<file path="config.mk">
export PLATFORM = sky130hd
export DESIGN_NAME = ogb_box_walk
export DESIGN_NICKNAME = d
export VERILOG_FILES = /design/src/hdl/ogb_pkg.sv /design/src/hdl/ogb_box_walk.sv
export SDC_FILE = /design/constraint.sdc
export NUM_CORES = 1
export LEC_CHECK = 0
export BUFFER_PORTS_ARGS = -buffer_cell sky130_fd_sc_hd__buf_2
export CAP_MARGIN = 10
export CELL_PAD_IN_SITES_DETAIL_PLACEMENT = 0
export CELL_PAD_IN_SITES_GLOBAL_PLACEMENT = 1
export CORE_MARGIN = 3
export CORE_UTILIZATION = 35
export DETAILED_ROUTE_END_ITERATION = 10
export PLACE_DENSITY_LB_ADDON = 0.25
export RECOVER_POWER = 25
export SLEW_MARGIN = 20
export SYNTH_ARGS = -nofsm -noshare
export SYNTH_HDL_FRONTEND = slang
export SYNTH_SLANG_ARGS = --single-unit
</file>
<file path="constraint.sdc">
create_clock -name clk -period 2.9 [get_ports clk]
set_clock_uncertainty 0.15 [all_clocks]
set_input_delay 0.145 -clock clk [delete_from_list [all_inputs] [get_ports clk]]
set_output_delay 0.145 -clock clk [all_outputs]
set_load 0.02 [all_outputs]
</file>
<file path="src/hdl/ogb_pkg.sv">
// Shared types and constants for the occupancy grid box update block.
package ogb_pkg;

  localparam int CELL_W   = 8;
  localparam int COORD_W  = 10;  // one bit over the 9-bit fields, holds x + half width
  localparam int FIELD_W  = 9;
  localparam int WEIGHT_W = 6;
  localparam int HALF_W   = 4;
  localparam int CFG_IDX_W  = 2;
  localparam int CFG_DATA_W = 6;

  localparam logic [CELL_W-1:0] CELL_UNKNOWN = 8'hFF;
  localparam logic [CELL_W-1:0] CELL_FREE    = 8'h00;
  localparam logic [CELL_W-1:0] CELL_ROBOT   = 8'h01;
  localparam logic signed [CELL_W-1:0] LEVEL_MAX = 8'sd127;

  localparam logic ACT_SENSOR = 1'b0;
  localparam logic ACT_POSE   = 1'b1;

  localparam logic [CFG_IDX_W-1:0] REG_HIT_WEIGHT  = 2'd0;
  localparam logic [CFG_IDX_W-1:0] REG_HALF_WIDTH  = 2'd1;
  localparam logic [CFG_IDX_W-1:0] REG_HALF_HEIGHT = 2'd2;

  localparam logic [WEIGHT_W-1:0] HIT_WEIGHT_RST = 6'd5;
  localparam logic [HALF_W-1:0]   HALF_RST       = 4'd5;

  typedef struct packed {
    logic               action;
    logic [FIELD_W-1:0] cell_x;
    logic [FIELD_W-1:0] cell_y;
    logic [FIELD_W-1:0] origin_x;
    logic [FIELD_W-1:0] origin_y;
  } in_item_t;

  typedef struct packed {
    logic signed [CELL_W-1:0] hit_level;
    logic                     footprint_stamped;
  } out_item_t;

  // Walk command: load bounds and start.
  typedef struct packed {
    logic               start;
    logic [COORD_W-1:0] x_lo;
    logic [COORD_W-1:0] x_hi;
    logic [COORD_W-1:0] y_lo;
    logic [COORD_W-1:0] y_hi;
  } walk_cmd_t;

  // Current cell of the walk.
  typedef struct packed {
    logic               valid;
    logic               last;
    logic [COORD_W-1:0] x;
    logic [COORD_W-1:0] y;
  } walk_pos_t;

  typedef enum logic [4:0] {
    S_CLEAR = 5'b00001,
    S_IDLE  = 5'b00010,
    S_WALK  = 5'b00100,
    S_DRAIN = 5'b01000,
    S_DONE  = 5'b10000
  } state_t;

endpackage

</file>
<file path="src/hdl/ogb_box_walk.sv">
// Box walker: steps through every cell of an inclusive box, y inner, one cell a cycle.
module ogb_box_walk (
  input  logic               clk,
  input  logic               rst,
  input  ogb_pkg::walk_cmd_t cmd,
  output ogb_pkg::walk_pos_t pos
);

  logic                        busy;
  logic [ogb_pkg::COORD_W-1:0] x;
  logic [ogb_pkg::COORD_W-1:0] y;
  logic [ogb_pkg::COORD_W-1:0] x_hi;
  logic [ogb_pkg::COORD_W-1:0] y_lo;
  logic [ogb_pkg::COORD_W-1:0] y_hi;
  logic                        last;

  assign last = (x == x_hi) && (y == y_hi);

  always_ff @(posedge clk) begin
    if (rst) begin
      busy <= 1'b0;
    end else if (cmd.start) begin
      busy <= 1'b1;
    end else if (busy && last) begin
      busy <= 1'b0;
    end
  end

  always_ff @(posedge clk) begin
    if (cmd.start) begin
      x    <= cmd.x_lo;
      y    <= cmd.y_lo;
      x_hi <= cmd.x_hi;
      y_lo <= cmd.y_lo;
      y_hi <= cmd.y_hi;
    end else if (busy) begin
      if (y == y_hi) begin
        y <= y_lo;
        x <= x + 1'b1;
      end else begin
        y <= y + 1'b1;
      end
    end
  end

  assign pos.valid = busy;
  assign pos.last  = last;
  assign pos.x     = x;
  assign pos.y     = y;

endmodule

</file>
=== Word level (Yosys, flattened, before mapping) ===
Cells that the tools add are included.

* Register bits: 51
* Input bits: 43
* Output and inout port bits: 22
* Word-level logic and storage cells: 24

* Add/sub/neg operators: 2
* Equality and inequality tests: 2
* Multiplexer cells: 8
* Reduce and logical (&&, ||, !) cells: 6

{| class="wikitable"
|+ Operators with widths
! kind !! number
|-
| two-way mux 10 bit || 6
|-
| adder 10 x 1 -> 10 bit, second input constant || 2
|-
| equality test 10 bit || 2
|-
| nonzero test 2 bit || 3
|-
| logical AND 1 bit || 2
|-
| two-way mux 1 bit || 2
|-
| AND reduction 2 bit || 1
|}

=== Longest topological paths before layout ===
Gate-level depths: netlist of the first run.

* Word-level depth: 5
* Depth in mapped cells: 7
* Mapped depth without buffers: 6

=== Worst setup path before layout of the first run ===
No wires, ideal clock.

* Path type: register to register
* Start: register y[4] in the netlist's numbering
* End: register x[0] in the netlist's numbering (enable)
* Data arrival time: 1.772 ns
* Setup slack: 0.638 ns
* Cell stages (with the launch flop): 8
* Path buffers: 2
* Cell sequence: edfxtp_1 buf_6 xnor2_2 nand4_2 nor4_4 buf_6 nand2_1 nand2_1

* Cells in the longest elaborated chain, start to end: 3

{| class="wikitable"
|+ Ends and longest elaborated chain
! what !! RTL line !! source
|-
| start, declared || ogb_box_walk.sv:11 || <nowiki>logic [ogb_pkg::COORD_W-1:0] y;</nowiki>
|-
| start signal, assigned || ogb_box_walk.sv:32 || <nowiki>y <= cmd.y_lo;</nowiki>
|-
| start signal, assigned || ogb_box_walk.sv:38 || <nowiki>y <= y_lo;</nowiki>
|-
| start signal, assigned || ogb_box_walk.sv:41 || <nowiki>y <= y + 1'b1;</nowiki>
|-
| equality test 10 bit || ogb_box_walk.sv:37 || <nowiki>if (y == y_hi) begin</nowiki>
|-
| nonzero test 2 bit (no source line) || n/a ||
|-
| AND reduction 2 bit (no source line) || n/a ||
|-
| end signal, assigned || ogb_box_walk.sv:31 || <nowiki>x <= cmd.x_lo;</nowiki>
|-
| end signal, assigned || ogb_box_walk.sv:39 || <nowiki>x <= x + 1'b1;</nowiki>
|-
| end, declared || ogb_box_walk.sv:10 || <nowiki>logic [ogb_pkg::COORD_W-1:0] x;</nowiki>
|}

Every way passes these cells.
A chain may end at the register's enable or synchronous reset.

==> results of run 1 <==
[cell type report]
cell class | count | share of cell area, %
flip-flops and latches | 51 | 46.61
multi-input cells | 118 | 24.95
repair buffers | 107 | 22.54
well taps | 77 | 2.951
clock buffers | 6 | 2.223
clock inverters | 2 | 0.3833
inverters | 3 | 0.3450
[layer usage]
metal / share of wire (%) / vias up
met5: 0 / -
met4: 0.83 / 0
met3: 6.5 / 4
met2: 49 / 58
met1: 44 / 791
li1: - / 858
[what timing repair did]
action / CTS / global route
hold endpoints to repair: 44 / 0
setup endpoints to repair: 0 / 0
hold buffers: 41 / 0
[worst max-delay path: stages (launching register included)]
cell and delay [ns]:
edfxtp_1 0.49, xnor2_1 0.23, nand4_2 0.15, nor4_4 0.37, and3_2 0.26, buf_2 0.16
[how the worst min path moves through the flow]
stage          slack (ns)  depth (start not counted)      end
6_report             0.38                          3     busy
5_1_grt              0.40                          2  x_hi[9]
4_1_cts              0.25                          1  x_hi[8]
3_5_place_dp         0.16                          2     busy
3_3_place_gp         0.16                          2     busy
2_1_floorplan        0.07                          1     busy
[power by group through the flow]
stage,clock [mW],combinational [mW],sequential (mW)
floorplan,0,0.129,0.981
finish,0.402,0.283,0.946
detailed placement,0,0.245,0.964
global placement,0,0.244,0.962
global route,0.455,0.315,0.958
CTS,0.422,0.289,0.947
[registers in the layout, summed over array words and instances, names as in the netlist]
| signal | cells |
|---|---|
| busy | 1 |
| x | 10 |
| x_hi | 10 |
| y | 10 |
| y_hi | 10 |
| y_lo | 10 |
[kinds of logic after synthesis]
kind of cell / synth area share (%)
flip-flops: 63.40
AND/OR/NAND/NOR: 10.53
buffers and inverters: 2.659
AO/OA/AOI/OAI: 4.745
XOR/XNOR: 13.40
adder cells (fa/ha/maj): 1.043
multiplexers: 4.223
[cells in the mapped netlist]
master	count	area share, %
edfxtp_1	50	63
nand2_1	22	3.4
xnor2_1	20	7.3
xor2_1	13	4.7
o21ai_0	10	2.1
mux2i_1	9	3.8
o21ai_1	7	1.5
nand3_1	6	1.3
nor2_1	6	0.94
clkbuf_1	4	0.63
nand4_1	4	1.0
a21oi_1	3	0.63
and3_1	3	0.78
inv_1	3	0.47
buf_4	2	0.63
buf_6	2	0.94
ha_1	2	1.0
nor4_1	2	0.52
xnor2_2	2	1.4
a211oi_1	1	0.31
a31oi_1	1	0.26
and3_2	1	0.31
and4_1	1	0.37
dfxtp_1	1	0.83
mux2_2	1	0.47
nand4_2	1	0.52
nor3_1	1	0.21
nor4_4	1	0.89
or2_2	1	0.26
[metrics by stage]
stage,worst slack [ns],instances
global route,0.4168,364
detailed placement,0.6555,315
finish,0.6413,364
floorplan,0.6381,180
CTS,0.5946,364
global placement,0.7422,315
==> flow_summary_export.csv, run 1 <==
group,metric,value,unit
drt,wirelength,5181,um
setup_path,crit_fanout,6,
final_layout,final_common_cell,"buf_2",
global_route,grt_pass1_wl,8528,um
cts,cts_root_buffer,"clkbuf_8",
sta,drv_slew,0,
drt,dr.pass1.iters,4,
cts,cts_buffers,5,
pwr,p_sw,0.4317,mW
final_layout,syn_to_final_growth,36.03,%
setup_path,rr_startpoint,"y[2]",
drt,drcViolationCount,0,
placed_design,dpl-instance-area,0.002779,mm^2
logic_synthesis,syn_inst,180,
logic_synthesis,syn_area,0.002400,mm^2
final_layout,multiInputGateArea,814.5,um^2
hold_path,hold_class,"input pin to flip-flop",
placed_design,dp_hpwl,3618,um
final_layout,final_nets,331,
global_route,met2_usage,24.22,%
pwr,peakVddDrop,0.2166,mV
global_route,grt_max_degree,37,
drt,drt_iter0_markers,81,
pwr,total_power,1.631,mW
sta,slew_headroom,1.299,%
global_route,busiest_layer,"met2",
floorplan,initial_core_util,36.95,%
final_layout,finish.utilization,50.26,%
final_layout,num-fill-cells,580,
sta,period_share,77.89,%
logic_synthesis,ys_types,29,
placed_design,port_buffers,64,
sta,hold_viol_final,0,
final_layout,regArea,0.001521,mm^2
run,max_cap_violations,0,
drt,ant_nets,0,
global_route,grt_pass1_vias,1832,
pwr,p_int,1.199,mW
logic_synthesis,avgSynthCellArea,13.33,um^2
drt,via_per_inst,4.701,
logic_synthesis,ys_seq_area_share,63.40,%
setup_path,critPathCaptureType,"output port",
cts,clk_pin_slew_worst_paths,0.10,ns
pwr,seqPwrFrac,58.0,%
pwr,power_density,499.7,mW/mm^2
setup_path,cp.required,2.61,ns
global_route,track_usage,14.18,%
cts,htree_levels,2,
sta,timing.hold.ws,0.3779,ns
sta,finalSetupViolations,0,
hold_path,worstHoldStart,"rst",
sta,fmax,0.4427,GHz
final_layout,antenna_cells,0,
cts,clockBufferDepth,2,
setup_path,rrSetupSlack,0.66,ns
setup_path,r2r_end,"y[3]",
sta,rsz0062_at_grt,"false",
cts,cts_num_sinks,51,
setup_path,start_kind,"flip-flop",
floorplan,rows,29,
setup_path,crit_arrival,1.96,ns
global_route,grt-ovfl-total,0,
setup_path,setup.worst_path.start,"y[2]",
cts,cts_setup_buffers,0,
floorplan,fp.dieArea,0.007886,mm^2
floorplan,ioPinCount,65,
floorplan,die_w,88.81,um
pwr,swShare,26.47,%
final_layout,stdcell_area,0.003264,mm^2
final_layout,layout_common_cells,"buf_2 (56), edfxtp_1 (50), dlygate4sd3_1 (41)",
cts,cts_tree,"built",
setup_path,timing.critical_path.to,"pos[20]",
placed_design,routabilityCongestion,0.6817,
pwr,p_comb_share,17.3,%
cts,cts_resized,0,
global_route,use_met3,3.631,%
logic_synthesis,synth_warnings,0,
setup_path,reg2reg_depth,6,
logic_synthesis,syn-num-nets,225,
floorplan,coreArea,0.006495,mm^2
run_status,status,"finished, final reports clean",
final_layout,drive_above_1_share,25.09,%
global_route,antenna_found_initial,0,
sta,setup_tns,0,ns
pwr,p_leak,1.247,nW
logic_synthesis,ys_ff_latch,51,
sta,worstMarginPinSlew,1.481,ns
drt,wl_per_cell,14.23,um
pwr,clock_power_share,24.7,%
floorplan,die_h,88.81,um
cts,insertion_delay,0.30,ns
drt,vias,1711,
sta,final.min_clock_period,2.259,ns
setup_path,path_class,"flip-flop to output port",
global_route,met1_usage,17.59,%
Note: power is estimated with default switching activity, not from simulation.
==> run 2, diff against run 1 <==
clock period = 2.3 ns   (was 2.9 ns; I/O delays follow)
==> run 2 against run 1 <==
Compared with the run above: first-iteration DRC count down 16%; critical endpoint unchanged; sequential power up 25%; count of clock-buffer cells in the layout up 1; global-route usage down 0.57 points; core utilization up 1.6 points; non-clock buffer count up 10; power up 34%; sequential cell count unchanged; register-to-register slack worse by 0.43 ns.
==> flow_summary_export.csv, run 2 (synthesized netlist as in run 1, its figures left out) <==
group,metric,value,unit
final_layout,antenna_cells,0,
final_layout,finish.utilization,51.88,%
placed_design,dp_hpwl,3686,um
final_layout,layout_common_cells,"buf_2 (59), edfxtp_1 (50), dlygate4sd3_1 (41)",
pwr,peakVddDrop,0.2688,mV
global_route,grt_pass1_wl,8197,um
cts,cts_buffers,5,
cts,cts_num_sinks,51,
final_layout,final_common_cell,"buf_2",
setup_path,start_kind,"flip-flop",
drt,wirelength,5194,um
drt,dr.pass1.iters,4,
cts,htree_levels,2,
global_route,grt-ovfl-total,0,
drt,ant_nets,0,
sta,slew_headroom,23.58,%
sta,setup_tns,0,ns
drt,via_per_inst,4.551,
cts,cts_root_buffer,"clkbuf_8",
placed_design,routabilityCongestion,0.7139,
sta,drv_slew,0,
cts,cts_tree,"built",
floorplan,ioPinCount,65,
drt,wl_per_cell,13.89,um
drt,vias,1702,
sta,final.min_clock_period,2.123,ns
final_layout,drive_above_1_share,28.62,%
setup_path,path_class,"flip-flop to output port",
final_layout,syn_to_final_growth,40.41,%
sta,fmax,0.4709,GHz
pwr,power_density,647.9,mW/mm^2
sta,rsz0062_at_grt,"false",
sta,hold_viol_final,0,
final_layout,final_nets,341,
floorplan,rows,29,
setup_path,crit_arrival,1.86,ns
global_route,grt_max_degree,29,
global_route,antenna_found_initial,0,
floorplan,die_w,88.81,um
sta,period_share,92.32,%
floorplan,die_h,88.81,um
setup_path,crit_fanout,7,
floorplan,initial_core_util,36.95,%
sta,worstMarginPinSlew,1.146,ns
final_layout,num-fill-cells,582,
cts,clockBufferDepth,2,
global_route,grt_pass1_vias,1708,
run_status,status,"finished, final reports clean",
hold_path,hold_class,"input pin to flip-flop",
setup_path,critPathCaptureType,"output port",
floorplan,fp.dieArea,0.007886,mm^2
placed_design,port_buffers,64,
drt,drt_iter0_markers,68,
global_route,track_usage,13.61,%
pwr,total_power,2.183,mW
run,max_cap_violations,0,
sta,finalSetupViolations,0,
cts,clk_pin_slew_worst_paths,0.09,ns
pwr,p_leak,1.320,nW
cts,insertion_delay,0.30,ns
drt,drcViolationCount,0,
floorplan,coreArea,0.006495,mm^2
setup_path,cp.required,2.04,ns
sta,timing.hold.ws,0.3538,ns
[run 2: changes by cell type in the layout (fill, tap and decap cells not counted)]
| cell | delta |
|---|---|
| buf_4 | +9 |
| buf_2 | +3 |
| clkbuf_1 | -3 |
| buf_6 | +1 |
| bufinv_16 | +1 |
| clkbuf_2 | +1 |
| clkinv_2 | -1 |
| clkinvlp_4 | -1 |
[run 2: layer usage]
metal / track usage, % / share of wire, % / vias up
li1: - / - / 879
met1: 18.98 / 48 / 761
met2: 21.52 / 46 / 56
met3: 2.886 / 5.8 / 6
met4: 3.709 / 1.0 / 0
met5: 0 / 0 / -
[run 2: layout make-up]
type	count	area, um^2	area share, %
clock inverters	1	30.03	0.8912
inverters	3	11.26	0.3342
flip-flops and latches	51	1521	45.15
multi-input cells	118	814.5	24.17
well taps	77	96.34	2.859
repair buffers	117	819.5	24.32
clock buffers	7	76.32	2.265
[run 2: report_power, final]
group          total, mW  switching (mW)  internal [mW]
sequential          1.18          0.0623           1.12
combinational      0.391           0.193          0.198
clock              0.613           0.287          0.326
total               2.18           0.542           1.64
[run 2: path summary, 6_finish.rpt]
| check | from | end | slack, ns | cells after the start |
|---|---|---|---|---|
| hold / removal | rst | busy | 0.35 | 3 |
| setup reg to reg | y[5] | y[9] | 0.23 | 7 |
| setup / recovery | y[5] | pos[20] | 0.18 | 6 |
| hold reg to reg | busy | busy | 0.42 | 2 |
[run 2: worst max-delay path: stages (launching register included)]
cell	delay, ns
edfxtp_1	0.42
xnor2_1	0.20
nand4_2	0.14
nor4_4	0.30
buf_6	0.16
and3_2	0.18
buf_2	0.16
[run 2: through the flow]
| step | cells | cell area (um^2) | worst slack (ns) |
|---|---|---|---|
| after floorplan | 180 | 2400 | 0.03810 |
| after global placement | 322 | 2831 | 0.2491 |
| after detailed placement | 322 | 2831 | 0.2244 |
| after CTS | 371 | 3352 | 0.04480 |
| after global routing | 374 | 3369 | 0.05475 |
| final | 374 | 3369 | 0.1765 |
[run 2: what timing repair did]
| item | 4_1_cts | 5_1_grt |
|---|---|---|
| gates resized for setup | 1 | 0 |
| endpoints found under the hold margin | 50 | 0 |
| endpoints found under the setup margin | 1 | 1 |
| setup buffers | 0 | 3 |
| hold buffers | 41 | 0 |
